File: src/rtl/bur_pkg.sv
package bur_pkg;

    localparam int TIMER_BITS_DEF = 16;
    localparam int TICK_W         = 16;
    localparam int CFG_IDX_W      = 2;

    localparam logic [TICK_W-1:0] HOLD_TICKS_RST   = 16'd1000;
    localparam logic [TICK_W-1:0] WINDOW_TICKS_RST = 16'd3000;

    typedef enum logic [1:0] {
        OP_STATUS  = 2'd0,
        OP_BUTTONS = 2'd1,
        OP_TICK    = 2'd2,
        OP_UNUSED  = 2'd3
    } t_op;

    typedef enum logic [1:0] {
        LED_OFF     = 2'd0,
        LED_ON      = 2'd1,
        LED_FLASH   = 2'd2,
        LED_STANDBY = 2'd3
    } t_led;

    typedef enum logic [2:0] {
        CMD_NONE   = 3'd0,
        CMD_CHECK  = 3'd1,
        CMD_ROUTER = 3'd2,
        CMD_MODEM  = 3'd3,
        CMD_HARD   = 3'd4
    } t_cmd;

    typedef enum logic [2:0] {
        M_CHECK    = 3'd0,
        M_FAIL     = 3'd1,
        M_MODEM    = 3'd2,
        M_CONN     = 3'd3,
        M_ROUTER   = 3'd4,
        M_PERIODIC = 3'd5,
        M_UNLOCK   = 3'd6
    } t_mode;

    typedef enum logic [CFG_IDX_W-1:0] {
        CFG_PER_ROUTER = 2'd0,
        CFG_PER_MODEM  = 2'd1,
        CFG_HOLD       = 2'd2,
        CFG_WINDOW     = 2'd3
    } t_cfg_idx;

    typedef enum logic [2:0] {
        RT_CHECK   = 3'd0,
        RT_DISCON  = 3'd1,
        RT_FAILED  = 3'd2,
        RT_MODEM   = 3'd3,
        RT_NONE    = 3'd4,
        RT_ROUTER  = 3'd5,
        RT_ROUTER1 = 3'd6,
        RT_PERIOD  = 3'd7
    } t_rtype;

    typedef struct packed {
        logic [1:0] opcode;
        logic [2:0] recovery_type;
        logic       unlock_pressed;
        logic       router_pressed;
        logic       modem_pressed;
        logic       check_pressed;
    } t_in_req;

    typedef struct packed {
        logic [1:0] operation_led;
        logic [1:0] unlock_led;
        logic [1:0] modem_led;
        logic [1:0] router_led;
        logic [2:0] command;
        logic [2:0] mode_out;
    } t_out_rsp;

    function automatic t_mode mode_of_type(input logic [2:0] rtype);
        t_mode m;
        unique case (t_rtype'(rtype))
            RT_CHECK:   m = M_CHECK;
            RT_DISCON:  m = M_FAIL;
            RT_FAILED:  m = M_FAIL;
            RT_MODEM:   m = M_MODEM;
            RT_NONE:    m = M_CONN;
            RT_ROUTER:  m = M_ROUTER;
            RT_ROUTER1: m = M_ROUTER;
            RT_PERIOD:  m = M_PERIODIC;
            default:    m = M_CHECK;
        endcase
        return m;
    endfunction

endpackage

File: src/rtl/button_unlock_recovery_panel_fsm.sv
// Front-panel controller for a network recovery box. Each request carries one event (a
// recovery-status change, a fresh sample of the four buttons, or a 1 ms tick) and yields exactly
// one result with the four LED codes, the mode after the event and a command. A request is
// accepted every cycle while the output register is empty or being drained; its result appears
// in the output register on the following cycle. The whole event is resolved by combinational
// next-state logic, so the sustained rate is one event per clock while i_out_ready stays high.
// Unlock takes two stages: the unlock button alone held for hold_ticks ticks, then exactly one
// button pressed within window_ticks ticks (router, modem, or check for a hard reset).
// Configuration writes take effect on the next event.
module button_unlock_recovery_panel_fsm #(
    parameter int TIMER_BITS = bur_pkg::TIMER_BITS_DEF
) (
    input  logic                            i_clk,
    input  logic                            i_rst_n,
    input  logic                            i_in_valid,
    output logic                            o_in_ready,
    input  bur_pkg::t_in_req                i_in,
    output logic                            o_out_valid,
    input  logic                            i_out_ready,
    output bur_pkg::t_out_rsp               o_out,
    input  logic                            i_cfg_we,
    input  logic [bur_pkg::CFG_IDX_W-1:0]   i_cfg_index,
    input  logic [bur_pkg::TICK_W-1:0]      i_cfg_data
);
    import bur_pkg::*;

    logic                  r_per_router;
    logic                  r_per_modem;
    logic [TICK_W-1:0]     r_hold;
    logic [TICK_W-1:0]     r_window;

    t_mode                 r_mode, n_mode;
    logic                  r_conn, n_conn;
    logic                  r_unlocked, n_unlocked;
    logic [TIMER_BITS-1:0] r_count, n_count;
    t_led                  r_led_op, n_led_op;
    t_led                  r_led_ul, n_led_ul;
    t_led                  r_led_mr, n_led_mr;
    t_led                  r_led_rr, n_led_rr;
    t_cmd                  n_cmd;

    logic                  r_out_valid;
    t_out_rsp              r_out;

    logic                  w_accept;
    logic                  w_do_enter;
    t_mode                 w_target;
    t_mode                 w_ret_mode;
    logic [31:0]           w_hold32;
    logic [31:0]           w_window32;
    logic                  ul, rr, mr, cc;

    assign o_in_ready  = !r_out_valid || i_out_ready;
    assign w_accept    = i_in_valid && o_in_ready;
    assign o_out_valid = r_out_valid;
    assign o_out       = r_out;

    // Tick loads are cut to the timer width, as a narrow hardware timer would.
    assign w_hold32   = {16'b0, r_hold};
    assign w_window32 = {16'b0, r_window};

    assign ul = i_in.unlock_pressed;
    assign rr = i_in.router_pressed;
    assign mr = i_in.modem_pressed;
    assign cc = i_in.check_pressed;

    assign w_ret_mode = r_conn ? M_CONN : M_FAIL;

    always_ff @(posedge i_clk) begin
        if (!i_rst_n) begin
            r_per_router <= 1'b0;
            r_per_modem  <= 1'b0;
            r_hold       <= HOLD_TICKS_RST;
            r_window     <= WINDOW_TICKS_RST;
        end else if (i_cfg_we) begin
            unique case (t_cfg_idx'(i_cfg_index))
                CFG_PER_ROUTER: r_per_router <= i_cfg_data[0];
                CFG_PER_MODEM:  r_per_modem  <= i_cfg_data[0];
                CFG_HOLD:       r_hold       <= i_cfg_data;
                CFG_WINDOW:     r_window     <= i_cfg_data;
                default:        r_hold       <= r_hold;
            endcase
        end
    end

    always_ff @(posedge i_clk) begin
        if (!i_rst_n) begin
            r_mode     <= M_CHECK;
            r_conn     <= 1'b0;
            r_unlocked <= 1'b0;
            r_count    <= '0;
            r_led_op   <= LED_FLASH;
            r_led_ul   <= LED_STANDBY;
            r_led_mr   <= LED_STANDBY;
            r_led_rr   <= LED_STANDBY;
        end else if (w_accept) begin
            r_mode     <= n_mode;
            r_conn     <= n_conn;
            r_unlocked <= n_unlocked;
            r_count    <= n_count;
            r_led_op   <= n_led_op;
            r_led_ul   <= n_led_ul;
            r_led_mr   <= n_led_mr;
            r_led_rr   <= n_led_rr;
        end
    end

    always_comb begin
        n_mode     = r_mode;
        n_conn     = r_conn;
        n_unlocked = r_unlocked;
        n_count    = r_count;
        n_led_op   = r_led_op;
        n_led_ul   = r_led_ul;
        n_led_mr   = r_led_mr;
        n_led_rr   = r_led_rr;
        n_cmd      = CMD_NONE;
        w_do_enter = 1'b0;
        w_target   = r_mode;

        unique case (t_op'(i_in.opcode))
            OP_STATUS: begin
                w_do_enter = 1'b1;
                w_target   = mode_of_type(i_in.recovery_type);
            end
            OP_BUTTONS: begin
                if (r_mode == M_CONN || r_mode == M_FAIL) begin
                    n_conn = (r_mode == M_CONN);
                    if (ul && !rr && !mr && !cc) begin
                        w_do_enter = 1'b1;
                        w_target   = M_UNLOCK;
                    end else if (cc && !ul && !rr && !mr) begin
                        n_cmd = CMD_CHECK;
                    end
                end else if (r_mode == M_UNLOCK) begin
                    if (!r_unlocked) begin
                        if (!ul || mr || rr || cc) begin
                            w_do_enter = 1'b1;
                            w_target   = w_ret_mode;
                        end
                    end else if (!ul && !mr && rr && !cc) begin
                        n_cmd = CMD_ROUTER;
                    end else if (!ul && mr && !rr && !cc) begin
                        n_cmd = CMD_MODEM;
                    end else if (cc && !ul && !mr && !rr) begin
                        n_cmd      = CMD_HARD;
                        w_do_enter = 1'b1;
                        w_target   = w_ret_mode;
                    end
                end
            end
            OP_TICK: begin
                if (r_mode == M_UNLOCK) begin
                    // A zero load behaves like one: the timer fires on the next tick.
                    if (r_count <= TIMER_BITS'(1)) begin
                        if (r_unlocked) begin
                            w_do_enter = 1'b1;
                            w_target   = w_ret_mode;
                        end else begin
                            n_unlocked = 1'b1;
                            n_led_ul   = LED_ON;
                            n_led_mr   = LED_ON;
                            n_led_rr   = LED_ON;
                            n_count    = w_window32[TIMER_BITS-1:0];
                        end
                    end else begin
                        n_count = r_count - TIMER_BITS'(1);
                    end
                end
            end
            default: begin
                n_cmd = CMD_NONE;
            end
        endcase

        // Mode entry runs even when the same mode is entered again.
        if (w_do_enter) begin
            n_mode     = w_target;
            n_unlocked = 1'b0;
            n_count    = '0;
            unique case (w_target)
                M_CHECK: begin
                    n_led_op = LED_FLASH;
                    n_led_ul = LED_STANDBY;
                    n_led_mr = LED_STANDBY;
                    n_led_rr = LED_STANDBY;
                end
                M_FAIL: begin
                    n_led_op = LED_OFF;
                    n_led_ul = LED_STANDBY;
                    n_led_mr = LED_STANDBY;
                    n_led_rr = LED_STANDBY;
                end
                M_CONN: begin
                    n_led_op = LED_ON;
                    n_led_ul = LED_STANDBY;
                    n_led_mr = LED_STANDBY;
                    n_led_rr = LED_STANDBY;
                end
                M_ROUTER: begin
                    n_led_op = LED_OFF;
                    n_led_ul = LED_OFF;
                    n_led_mr = LED_OFF;
                    n_led_rr = LED_FLASH;
                end
                M_MODEM: begin
                    n_led_op = LED_OFF;
                    n_led_ul = LED_OFF;
                    n_led_mr = LED_FLASH;
                    n_led_rr = LED_OFF;
                end
                M_PERIODIC: begin
                    n_led_op = LED_OFF;
                    n_led_ul = LED_OFF;
                    n_led_mr = r_per_modem ? LED_FLASH : LED_OFF;
                    n_led_rr = r_per_router ? LED_FLASH : LED_OFF;
                end
                M_UNLOCK: begin
                    n_led_op = r_led_op;
                    n_led_ul = LED_OFF;
                    n_led_mr = LED_STANDBY;
                    n_led_rr = LED_STANDBY;
                    n_count  = w_hold32[TIMER_BITS-1:0];
                end
                default: begin
                    n_mode = w_target;
                end
            endcase
        end
    end

    always_ff @(posedge i_clk) begin
        if (!i_rst_n) begin
            r_out_valid <= 1'b0;
        end else if (w_accept) begin
            r_out_valid <= 1'b1;
        end else if (i_out_ready) begin
            r_out_valid <= 1'b0;
        end
    end

    always_ff @(posedge i_clk) begin
        if (w_accept) begin
            r_out.operation_led <= n_led_op;
            r_out.unlock_led    <= n_led_ul;
            r_out.modem_led     <= n_led_mr;
            r_out.router_led    <= n_led_rr;
            r_out.command       <= n_cmd;
            r_out.mode_out      <= n_mode;
        end
    end

`ifndef ASSERT_OFF
    a_count_only_unlock: assert property (@(posedge i_clk) disable iff (!i_rst_n)
        r_mode != M_UNLOCK |-> r_count == '0)
        else $error("countdown running outside unlock mode");

    a_unlocked_only_unlock: assert property (@(posedge i_clk) disable iff (!i_rst_n)
        r_unlocked |-> r_mode == M_UNLOCK)
        else $error("unlocked flag set outside unlock mode");

    a_hard_reset_returns: assert property (@(posedge i_clk) disable iff (!i_rst_n)
        w_accept && n_cmd == CMD_HARD
        |=> r_out.mode_out == M_CONN || r_out.mode_out == M_FAIL)
        else $error("hard reset did not return to connected or failure");

    a_accept_fills_output: assert property (@(posedge i_clk) disable iff (!i_rst_n)
        w_accept |=> r_out_valid && r_out.mode_out == r_mode)
        else $error("accepted request did not produce a matching result");
`endif

endmodule
File: config.mk
export PLATFORM = sky130hd
export DESIGN_NAME = button_unlock_recovery_panel_fsm
export DESIGN_NICKNAME = d
export VERILOG_FILES = /design/src/rtl/bur_pkg.sv /design/src/rtl/button_unlock_recovery_panel_fsm.sv
export SDC_FILE = /design/constraint.sdc
export NUM_CORES = 1
export LEC_CHECK = 0
export BUFFER_PORTS_ARGS = -buffer_cell sky130_fd_sc_hd__buf_2
export CORE_MARGIN = 5
export CORE_UTILIZATION = 39
export DETAILED_ROUTE_END_ITERATION = 8
export PLACE_DENSITY = 0.63
export REMOVE_ABC_BUFFERS = 1
export SKIP_CTS_REPAIR_TIMING = 1
export SYNTH_ARGS = -nofsm -noshare
export SYNTH_HDL_FRONTEND = slang
export SYNTH_SLANG_ARGS = --single-unit
File: constraint.sdc
create_clock -name i_clk -period 3.2 [get_ports i_clk]
set_input_delay 0.48 -clock i_clk [delete_from_list [all_inputs] [get_ports i_clk]]
set_output_delay 0.48 -clock i_clk [all_outputs]
set_load 0.02 [all_outputs]
* Word-level counts from Yosys, hierarchy flattened *
Memories as Yosys holds them, arrays and structs flattened.
Cells that the tools add are included.

word-level totals
  bits in registers = 78
  logic and storage cells = 148
  memories kept = 1
  bits in read-only memories = 24

cells by class
  reductions and logical operators = 43
  multiplexer cells = 68
  magnitude comparators = 1
  equal/unequal tests = 15
  add/subtract/negate cells = 1

memory list
  memory            depth  bits a word  rd ports  clocked after memory_dff  write ports  line           RTL
  (name not given)  8      3            1         0                         0            bur_pkg.sv:80  unique case (t_rtype'(rtype))

operators with widths
  operator                                                                            count
  16-bit 2-to-1 mux                                                                   6
  3-bit 2-to-1 mux                                                                    18
  2-bit 2-to-1 mux                                                                    19
  1-bit 2-to-1 mux                                                                    19
  16-bit by 1-bit less-or-equal comparator with 1-bit output (second input constant)  1
  2-bit one-hot mux with 4 select lines                                               2
  16-bit by 1-bit subtractor with 16-bit output (second input constant)               1
  1-bit logical AND                                                                   15
  3-bit == test (second input constant)                                               4
  4-bit OR reduction                                                                  3
  3-bit by 2-bit == test with 1-bit output (second input constant)                    3
  3-bit one-hot mux with 3 select lines                                               1
  2-bit AND reduction                                                                 4
  4-bit AND reduction                                                                 2
  2-bit nonzero test                                                                  4
  2-bit == test (second input constant)                                               3
  3-bit by 1-bit == test with 1-bit output (second input constant)                    2
  2-bit one-hot mux with 3 select lines                                               1
  1-bit logical NOT                                                                   5
  1-bit logical OR                                                                    5
  2-bit by 1-bit == test with 1-bit output (second input constant)                    2
  2-bit logical NOT                                                                   2
  2-bit one-hot mux with 2 select lines                                               1
  3-bit logical NOT                                                                   1
  4 further kinds                                                                     4

* Logic depth before layout (Yosys ltp) *
Gate-level depths: netlist (run 1).

  word-level depth = 15
  mapped depth = 11
  gate-level depth less buffers = 10

* Least setup slack after synthesis (run 1) *
No wires, ideal clock.

  path kind = input to register
  start = input i_in[8] in the netlist's numbering
  end = register r_led_rr[1]
  path slack = 699 ps
  stages = 8
  library setup time = 135 ps
  data arrival time = 2366 ps
  path buffers = 1
  cells stage by stage = clkbuf_1 -> nor2_1 -> o311a_1 -> a311oi_4 -> inv_2 -> or4_1 -> a21oi_1 -> o31ai_1

on the way
  word-level cells in the longest chain between the ends = 6

ends and longest elaborated chain
  element                                      line                                     RTL
  from (decl)                                  button_unlock_recovery_panel_fsm.sv:17   input bur_pkg::t_in_req i_in,
  2-bit == test, or another cell as far along  button_unlock_recovery_panel_fsm.sv:121  unique case (t_op'(i_in.opcode))
  3-bit one-hot mux with 3 select lines        button_unlock_recovery_panel_fsm.sv:121
  3-bit == test, or another cell as far along  button_unlock_recovery_panel_fsm.sv:181  unique case (w_target)
  4-bit OR reduction (no line)                 -
  2-bit one-hot mux with 4 select lines        button_unlock_recovery_panel_fsm.sv:181
  2-bit 2-to-1 mux (*)                         button_unlock_recovery_panel_fsm.sv:177  if (w_do_enter) begin
  to (signal assigned)                         button_unlock_recovery_panel_fsm.sv:104  r_led_rr <= n_led_rr;
  to (decl)                                    button_unlock_recovery_panel_fsm.sv:39   t_led r_led_rr, n_led_rr;

Mark *: on every way between the ends. The rest lies on a longest branch, timed or not.
A chain may end at the register's enable or synchronous reset.

* Worst setup path after layout (run 1) *
  start = register r_mode[1]
  end = register r_count[7]

on the way
  word-level cells in the longest chain between the ends = 10

ends and longest elaborated chain
  element                                line                                     RTL
  from (decl)                            button_unlock_recovery_panel_fsm.sv:32   t_mode r_mode, n_mode;
  from (signal assigned)                 button_unlock_recovery_panel_fsm.sv:97   r_mode <= n_mode;
  3-bit 2-to-1 mux                       button_unlock_recovery_panel_fsm.sv:145  end else if (cc && !ul && !mr && !rr) begin
  3-bit 2-to-1 mux                       button_unlock_recovery_panel_fsm.sv:143  end else if (!ul && mr && !rr && !cc) begin
  3-bit 2-to-1 mux                       button_unlock_recovery_panel_fsm.sv:141  end else if (!ul && !mr && rr && !cc) begin
  3-bit 2-to-1 mux                       button_unlock_recovery_panel_fsm.sv:136  if (!r_unlocked) begin
  3-bit 2-to-1 mux                       button_unlock_recovery_panel_fsm.sv:135  end else if (r_mode == M_UNLOCK) begin
  3-bit 2-to-1 mux                       button_unlock_recovery_panel_fsm.sv:127  if (r_mode == M_CONN || r_mode == M_FAIL) begin
  3-bit one-hot mux with 3 select lines  button_unlock_recovery_panel_fsm.sv:121
  3-bit == test                          button_unlock_recovery_panel_fsm.sv:181
  16-bit 2-to-1 mux                      button_unlock_recovery_panel_fsm.sv:181
  16-bit 2-to-1 mux                      button_unlock_recovery_panel_fsm.sv:177
  to (signal assigned)                   button_unlock_recovery_panel_fsm.sv:100  r_count <= n_count;
  to (decl)                              button_unlock_recovery_panel_fsm.sv:35   logic [TIMER_BITS-1:0] r_count, n_count;

Several ways; a longest one is shown, not always the timed one.

==> results.txt, run 1 <==
----------------------------------------------------
[Power and ir drop]
  Share of power burned in registers ... 0.454
  Power per standard cell area ... ~520 nW/um^2
  Switching Fraction ... 0.284
  Power dissipated by switching net loads ... 0.000683 W
  Pleak ... between 1.5 and 2 nW
  Share of power burned in combinational logic ... 0.199
  Internal power ... approximately 0.0017 W
  Total power of the final layout ... ~0.0024 W
  Share of power burned in the clock network ... 0.346
  Maximum vdd drop ... roughly 0.26 mV

[Timing]
  Fmax achieved ... roughly 360 MHz
  Number of slew-limit violations in the final report ... 0
  Measured slew at the worst slew-check pin ... 1.04 ns
  Final setup slack of the worst path ... about 0.44 ns
  Total negative slack ... 0 ns
  Total of endpoints with negative setup slack in the final report ... 0
  Final Cycle Share ... 0.861
  Fin. Hold Viols ... 0
  Worst Hold Slack ... approximately 0.34 ns
  Slew HR ... 0.309
  Unrepaired setup endpoints after global routing ... no
  Min Tclk post-route ... 2.76 ns
  Maximum clock skew at final layout ... about 0.0072 ns

[Placement]
  Post-Place Worst Slack ... roughly 0.32 ns
  Sum of net half-perimeters after detailed placement ... 6.47 mm
  Number of I/O port buffers ... 47
  Routability cong. ... slightly below 0.9

[Synth]
  Number of flops mapped to enable cells by yosys ... 14
  Post-synthesis register bit count ... 78
  Average cell area after synthesis ... 8.35 um^2
  Share of flip-flops with an asynchronous set or reset ... 0
  Yosys top cell by area ... dfxtp_1
  Prevailing post-synth register cell ... dfxtp_1
  Number of warnings reported in the yosys synthesis log ... 0
  Cell with the most instances after synthesis ... nand2_1
  Area fraction of the dominant cell type after synthesis ... 0.317
  Number of instances in the synthesized netlist ... around 480
  Unique masters post-synth ... 58
  Sequential cell area fraction in the yosys report ... 0.421
  List of most frequent post-synthesis cells ... 101 x nand2_1, 64 x dfxtp_1, 32 x nor2_1
  Synth area leaders ... dfxtp_1 32%, edfxtp_1 10%, nand2_1 9.4%
  Total standard cell area after synthesis ... approximately 4000 um^2

[GRT]
  Wire length of the first global-routing pass ... about 16 mm
  Largest net degree at the start of global routing ... 50
  Remaining global-route overflow ... 0
  Antenna violations before repair ... 0
  Via count of the first global-routing pass ... between 3,000 and 4,000
  Total Routing Usage GR ... 0.152

[CTS]
  Total CTS buffers ... 9
  Count of H-tree levels built during CTS ... 3
  CTS tree ... done
  CTS clk-pin slew, worst paths ... about 0.080 ns
  Total number of clock tree sinks ... 78
  Clock root cell ... clkbuf_8
  Buffers from clock root to sink, at most ... 2
  Insertion delay to the later sink of the worst-skew pair ... 0.36 ns

[Drt]
  DRC violation count after routing ... 0
  Number of optimization iterations in the first detailed-route pass ... 4
  Post-DR vias/cell ... roughly 5.3
  Final wirelength ... 9.37 mm
  DR WL/cell ... 14.2 um
  Antenna-violating nets left ... 0
  Via count ... 3,519
  DRT iter0 DRCs ... between 200 and 300

[Setup path]
  Arr. time, crit path ... around 3 ns
  Startpoint Class ... flip-flop
  Endpoint kind of the worst setup timing path ... flip-flop
  Path type of the worst setup path ... flip-flop to flip-flop
  Worst path required time ... between 3 and 4 ns
  Worst Reg2Reg Path Length in Cells ... 9
  Largest driver fanout on the critical path ... 16

[Floorplan]
  Initial core utilization ... 0.395
  Core area ... about 10,000 um^2
  Die area ... ~12,000 um^2
  Die H ... ~110 um
  Standard-cell row count ... 37
  Number of placed I/O pins ... 48
  Horiz. Die Dim ... approximately 110 um

[Run]
  Number of max-cap violations ... 0

[Cells and area]
  Share of cells above drive strength 1 ... 0.169
  Area grow syn2layout ... 13.5%
  Number of antenna repair diodes ... 0
  Net count, final ... 554
  Post-layout utilization of the core ... 0.448

[Outcome]
  Run status ... complete, no violations

[Hold path]
  Number of cells traversed by the worst hold path ... 3
  Hold crit path type ... input pin to flip-flop

----------------------------------------------------
[final cells by class]
cell class	instances	area, um^2
Clock inverter	4	70.1
Inverter	10	37.5
Multi-Input combinational cell	364	2160
Tap cell	136	170
Clock buffer	12	155
Fill cell	1004	5640
Sequential cell	78	1700
Timing Repair Buffer	54	288
[per-stage QoR]
step / instance area (um^2) / cells
floorplan: 3900 / 452
global placement: 4360 / 642
detailed placement: 4360 / 642
CTS: 4590 / 658
global route: 4590 / 658
finish: 4590 / 658
[worst max-delay path, stage by stage, from the launching register on]
cell	delay, ns
dfxtp_1	0.48
and4b_1	0.33
nand4_1	0.16
or3_4	0.38
a221oi_2	0.48
buf_4	0.24
nor4_4	0.05
buf_4	0.22
a22oi_1	0.20
a21oi_1	0.09
[cells in the final DEF, fill, tap and decap left out, drive strengths merged, types with 9 or more instances in the layout]
cell type,synthesis,layout
a21boi,23,23
a21oi,29,29
a31oi,10,10
buf,5,54
clkbuf,27,12
dfxtp,64,64
edfxtp,14,14
inv,10,10
nand2,101,101
nand3,20,20
nor2,32,32
nor3,9,9
o211ai,10,10
o21ai,32,32
[cells by family (layout without fill, tap and decap cells)]
kind of cell,after synthesis,after routing,share of synthesized area
simple gates,207,207,0.254
compound gates,133,133,0.223
flops,78,78,0.421
buf+inv,42,80,0.0443
xor+xnor,15,15,0.0325
fa+ha+maj,5,5,0.0155
mux,4,4,0.00991
[registers in the layout (all words and copies together) (netlist names)]
name / count
o_out_valid: 1
r_count: 16
r_per_modem: 1
r_unlocked: 1
r_mode: 3
r_conn: 1
r_led_op: 2
r_led_ul: 2
r_per_router: 1
r_window: 16
r_hold: 16
r_led_rr: 2
r_led_mr: 2
o_out: 14
[path summary, 6_finish.rpt]
check             slack [ns]     startpoint     endpoint
hold / removal          0.34  i_cfg_data[4]  r_window[4]
hold reg to reg         0.47     r_hold[13]   r_hold[13]
setup / recovery        0.44      r_mode[1]   r_count[7]
setup reg to reg        0.44      r_mode[1]   r_count[7]
[layer usage]
metal  routed length, um  GRT usage
met5                   0          0
met4                 193     0.0495
met3                 578     0.0467
met2                4500      0.251
met1                4100      0.190
[power by group through the flow]
stage	clock [W]	combinational, W	sequential [W]
floorplan	0	0.000330	0.00112
global placement	0	0.000474	0.00111
detailed placement	0	0.000479	0.00112
CTS	0.000855	0.000482	0.00109
global route	0.000898	0.000541	0.00110
finish	0.000834	0.000480	0.00109
(Power assumes the default switching activity.)
==> inputs of run 2 (changes only) <==
- BUFFER_PORTS_ARGS: -buffer_cell sky130_fd_sc_hd__buf_2 -> -buffer_cell sky130_fd_sc_hd__clkbuf_2
==> results.txt, run 2 (synthesis results as in run 1) <==
----------------------------------------------------
[Floorplan]
  Number of placed I/O pins ... 48
  Core area ... slightly above 10,000 um^2
  Initial core utilization ... 0.395
  Die H ... around 110 um
  Horiz. Die Dim ... approximately 110 um
  Standard-cell row count ... 37
  Die area ... around 12,000 um^2

[Cells and area]
  Most frequent cells in the layout ... 101 x nand2_1, 64 x dfxtp_1, 47 x clkbuf_2
  Number of antenna repair diodes ... 0
  Footprint of the flip-flops and latches ... 1700 um^2
  Share of cells above drive strength 1 ... 0.167
  Largest registers ... r_count: 16 flops, r_hold: 16 flops, r_window: 16 flops
  Multi-input combinational cell area ... 2160 um^2
  Non-filler instance count after layout ... ~660
  Net count, final ... ~550
  Area grow syn2layout ... 13.2%
  Most frequent standard cell in the layout excluding fill and tap cells ... nand2_1
  Number of fill cells ... 1,037

[Drt]
  DRT iter0 DRCs ... about 230
  Antenna-violating nets left ... 0
  Via count ... ~3,500
  Final wirelength ... 9.11 mm
  Number of optimization iterations in the first detailed-route pass ... 4
  DR WL/cell ... between 10 and 15 um
  Post-DR vias/cell ... about 5.3
  DRC violation count after routing ... 0

[CTS]
  Buffers from clock root to sink, at most ... 2
  Total number of clock tree sinks ... just under 80
  CTS clk-pin slew, worst paths ... around 0.08 ns
  Clock root cell ... clkbuf_8
  Total CTS buffers ... 9
  CTS tree ... done
  Insertion delay to the later sink of the worst-skew pair ... 0.35 ns
  Count of H-tree levels built during CTS ... 3

[Timing]
  Fmax achieved ... around 370 MHz
  Number of slew-limit violations in the final report ... 0
  Total negative slack ... 0 ns
  Worst Hold Slack ... 0.351 ns
  Measured slew at the worst slew-check pin ... roughly 1.1 ns
  Total of endpoints with negative setup slack in the final report ... 0
  Slew HR ... 0.254
  Min Tclk post-route ... ~2.7 ns
  Unrepaired setup endpoints after global routing ... no
  Fin. Hold Viols ... 0
  Maximum clock skew at final layout ... a little under 0.01 ns
  Final setup slack of the worst path ... just under 0.5 ns
  Final Cycle Share ... 0.847

[Setup path]
  Endpoint kind of the worst setup timing path ... flip-flop
  Largest driver fanout on the critical path ... 11
  Arr. time, crit path ... approximately 2.8 ns
  Setup crit start ... r_mode[1]
  Startpoint Class ... flip-flop
  Path type of the worst setup path ... flip-flop to flip-flop
  Critical register-to-register path startpoint ... r_mode[1]
  Worst path required time ... 3.31 ns

[Power and ir drop]
  Switching Fraction ... 0.289
  Pleak ... between 1.5 and 2 nW
  Internal power ... between 0.0015 and 0.002 W
  Power dissipated by switching net loads ... between 0.0006 and 0.0007 W
  Share of power burned in the clock network ... 0.334
  Share of power burned in combinational logic ... 0.203
  Share of power burned in registers ... 0.464
  Maximum vdd drop ... ~0.24 mV
  Power per standard cell area ... about 500 nW/um^2

[Hold path]
  Start point of the worst min-delay path ... i_cfg_data[11]
  Hold crit path type ... input pin to flip-flop

[Outcome]
  Run status ... complete, no violations

[Placement]
  Routability cong. ... about 0.87
  Number of cells after detailed placement ... ~640
  Number of I/O port buffers ... 47
  Post-Place Worst Slack ... between 0.4 and 0.5 ns
  Sum of net half-perimeters after detailed placement ... ~6.3 mm

[GRT]
  GR Layer Usage met1 ... 0.189
  Fraction of met2 tracks used by global routing ... 0.252
  Total Routing Usage GR ... 0.148
  Remaining global-route overflow ... 0
  Global-route layer with the greatest usage ... met2
  Antenna violations before repair ... 0
  Largest net degree at the start of global routing ... between 60 and 70
  GR met3 Demand/Resource ... 0.0353
  Wire length of the first global-routing pass ... approximately 16 mm
  Via count of the first global-routing pass ... between 3,000 and 4,000

[Run]
  Number of max-cap violations ... 0

----------------------------------------------------
run 2: final cells by class:
class / instances / share of cell area
Multi-Input combinational cell: 364 / 0.473
Sequential cell: 78 / 0.372
Timing Repair Buffer: 53 / 0.0613
Tap cell: 136 / 0.0372
Clock buffer: 12 / 0.0364
Clock inverter: 4 / 0.0115
Inverter: 10 / 0.00821
run 2: per-layer routing:
metal  vias up  part of all wire
met2        78              0.48
met4         0            0.0068
li1       1775                 -
met3         8             0.051
met5         -                 0
met1      1592              0.46
run 2: worst paths after layout:
| check | to | slack, ns | cells past startpoint |
|---|---|---|---|
| worst max register to register | o_out[6] | 0.49 | 9 |
| worst min-delay path | r_window[11] | 0.35 | 3 |
| worst min register to register | r_hold[13] | 0.47 | 2 |
| worst max-delay path | o_out[6] | 0.49 | 9 |
run 2: critical path: stages (launching register included):
cell	delay (ns)
dfxtp_1	0.49
and4b_1	0.33
nand4_1	0.16
or3_4	0.39
a221oi_2	0.27
buf_4	0.23
inv_2	0.09
nor3_2	0.23
o21ai_0	0.16
o21a_1	0.13
run 2: per-stage QoR:
| step | cell area, um^2 | util | power [W] |
|---|---|---|---|
| 6_report | 4570 | 0.447 | 0.00236 |
| 5_1_grt | 4570 | 0.447 | 0.00250 |
| 4_1_cts | 4570 | 0.447 | 0.00238 |
| 3_5_place_dp | 4350 | 0.426 | 0.00159 |
| 3_3_place_gp | 4350 | 0.426 | 0.00158 |
| 2_1_floorplan | 3900 | - | 0.00145 |
run 2: power by group through the flow:
| stage | sequential [W] | clock [W] | combinational, W |
|---|---|---|---|
| floorplan | 0.00112 | 0 | 0.000330 |
| global placement | 0.00111 | 0 | 0.000471 |
| detailed placement | 0.00112 | 0 | 0.000478 |
| CTS | 0.00109 | 0.000810 | 0.000481 |
| global route | 0.00110 | 0.000856 | 0.000542 |
| finish | 0.00109 | 0.000786 | 0.000478 |
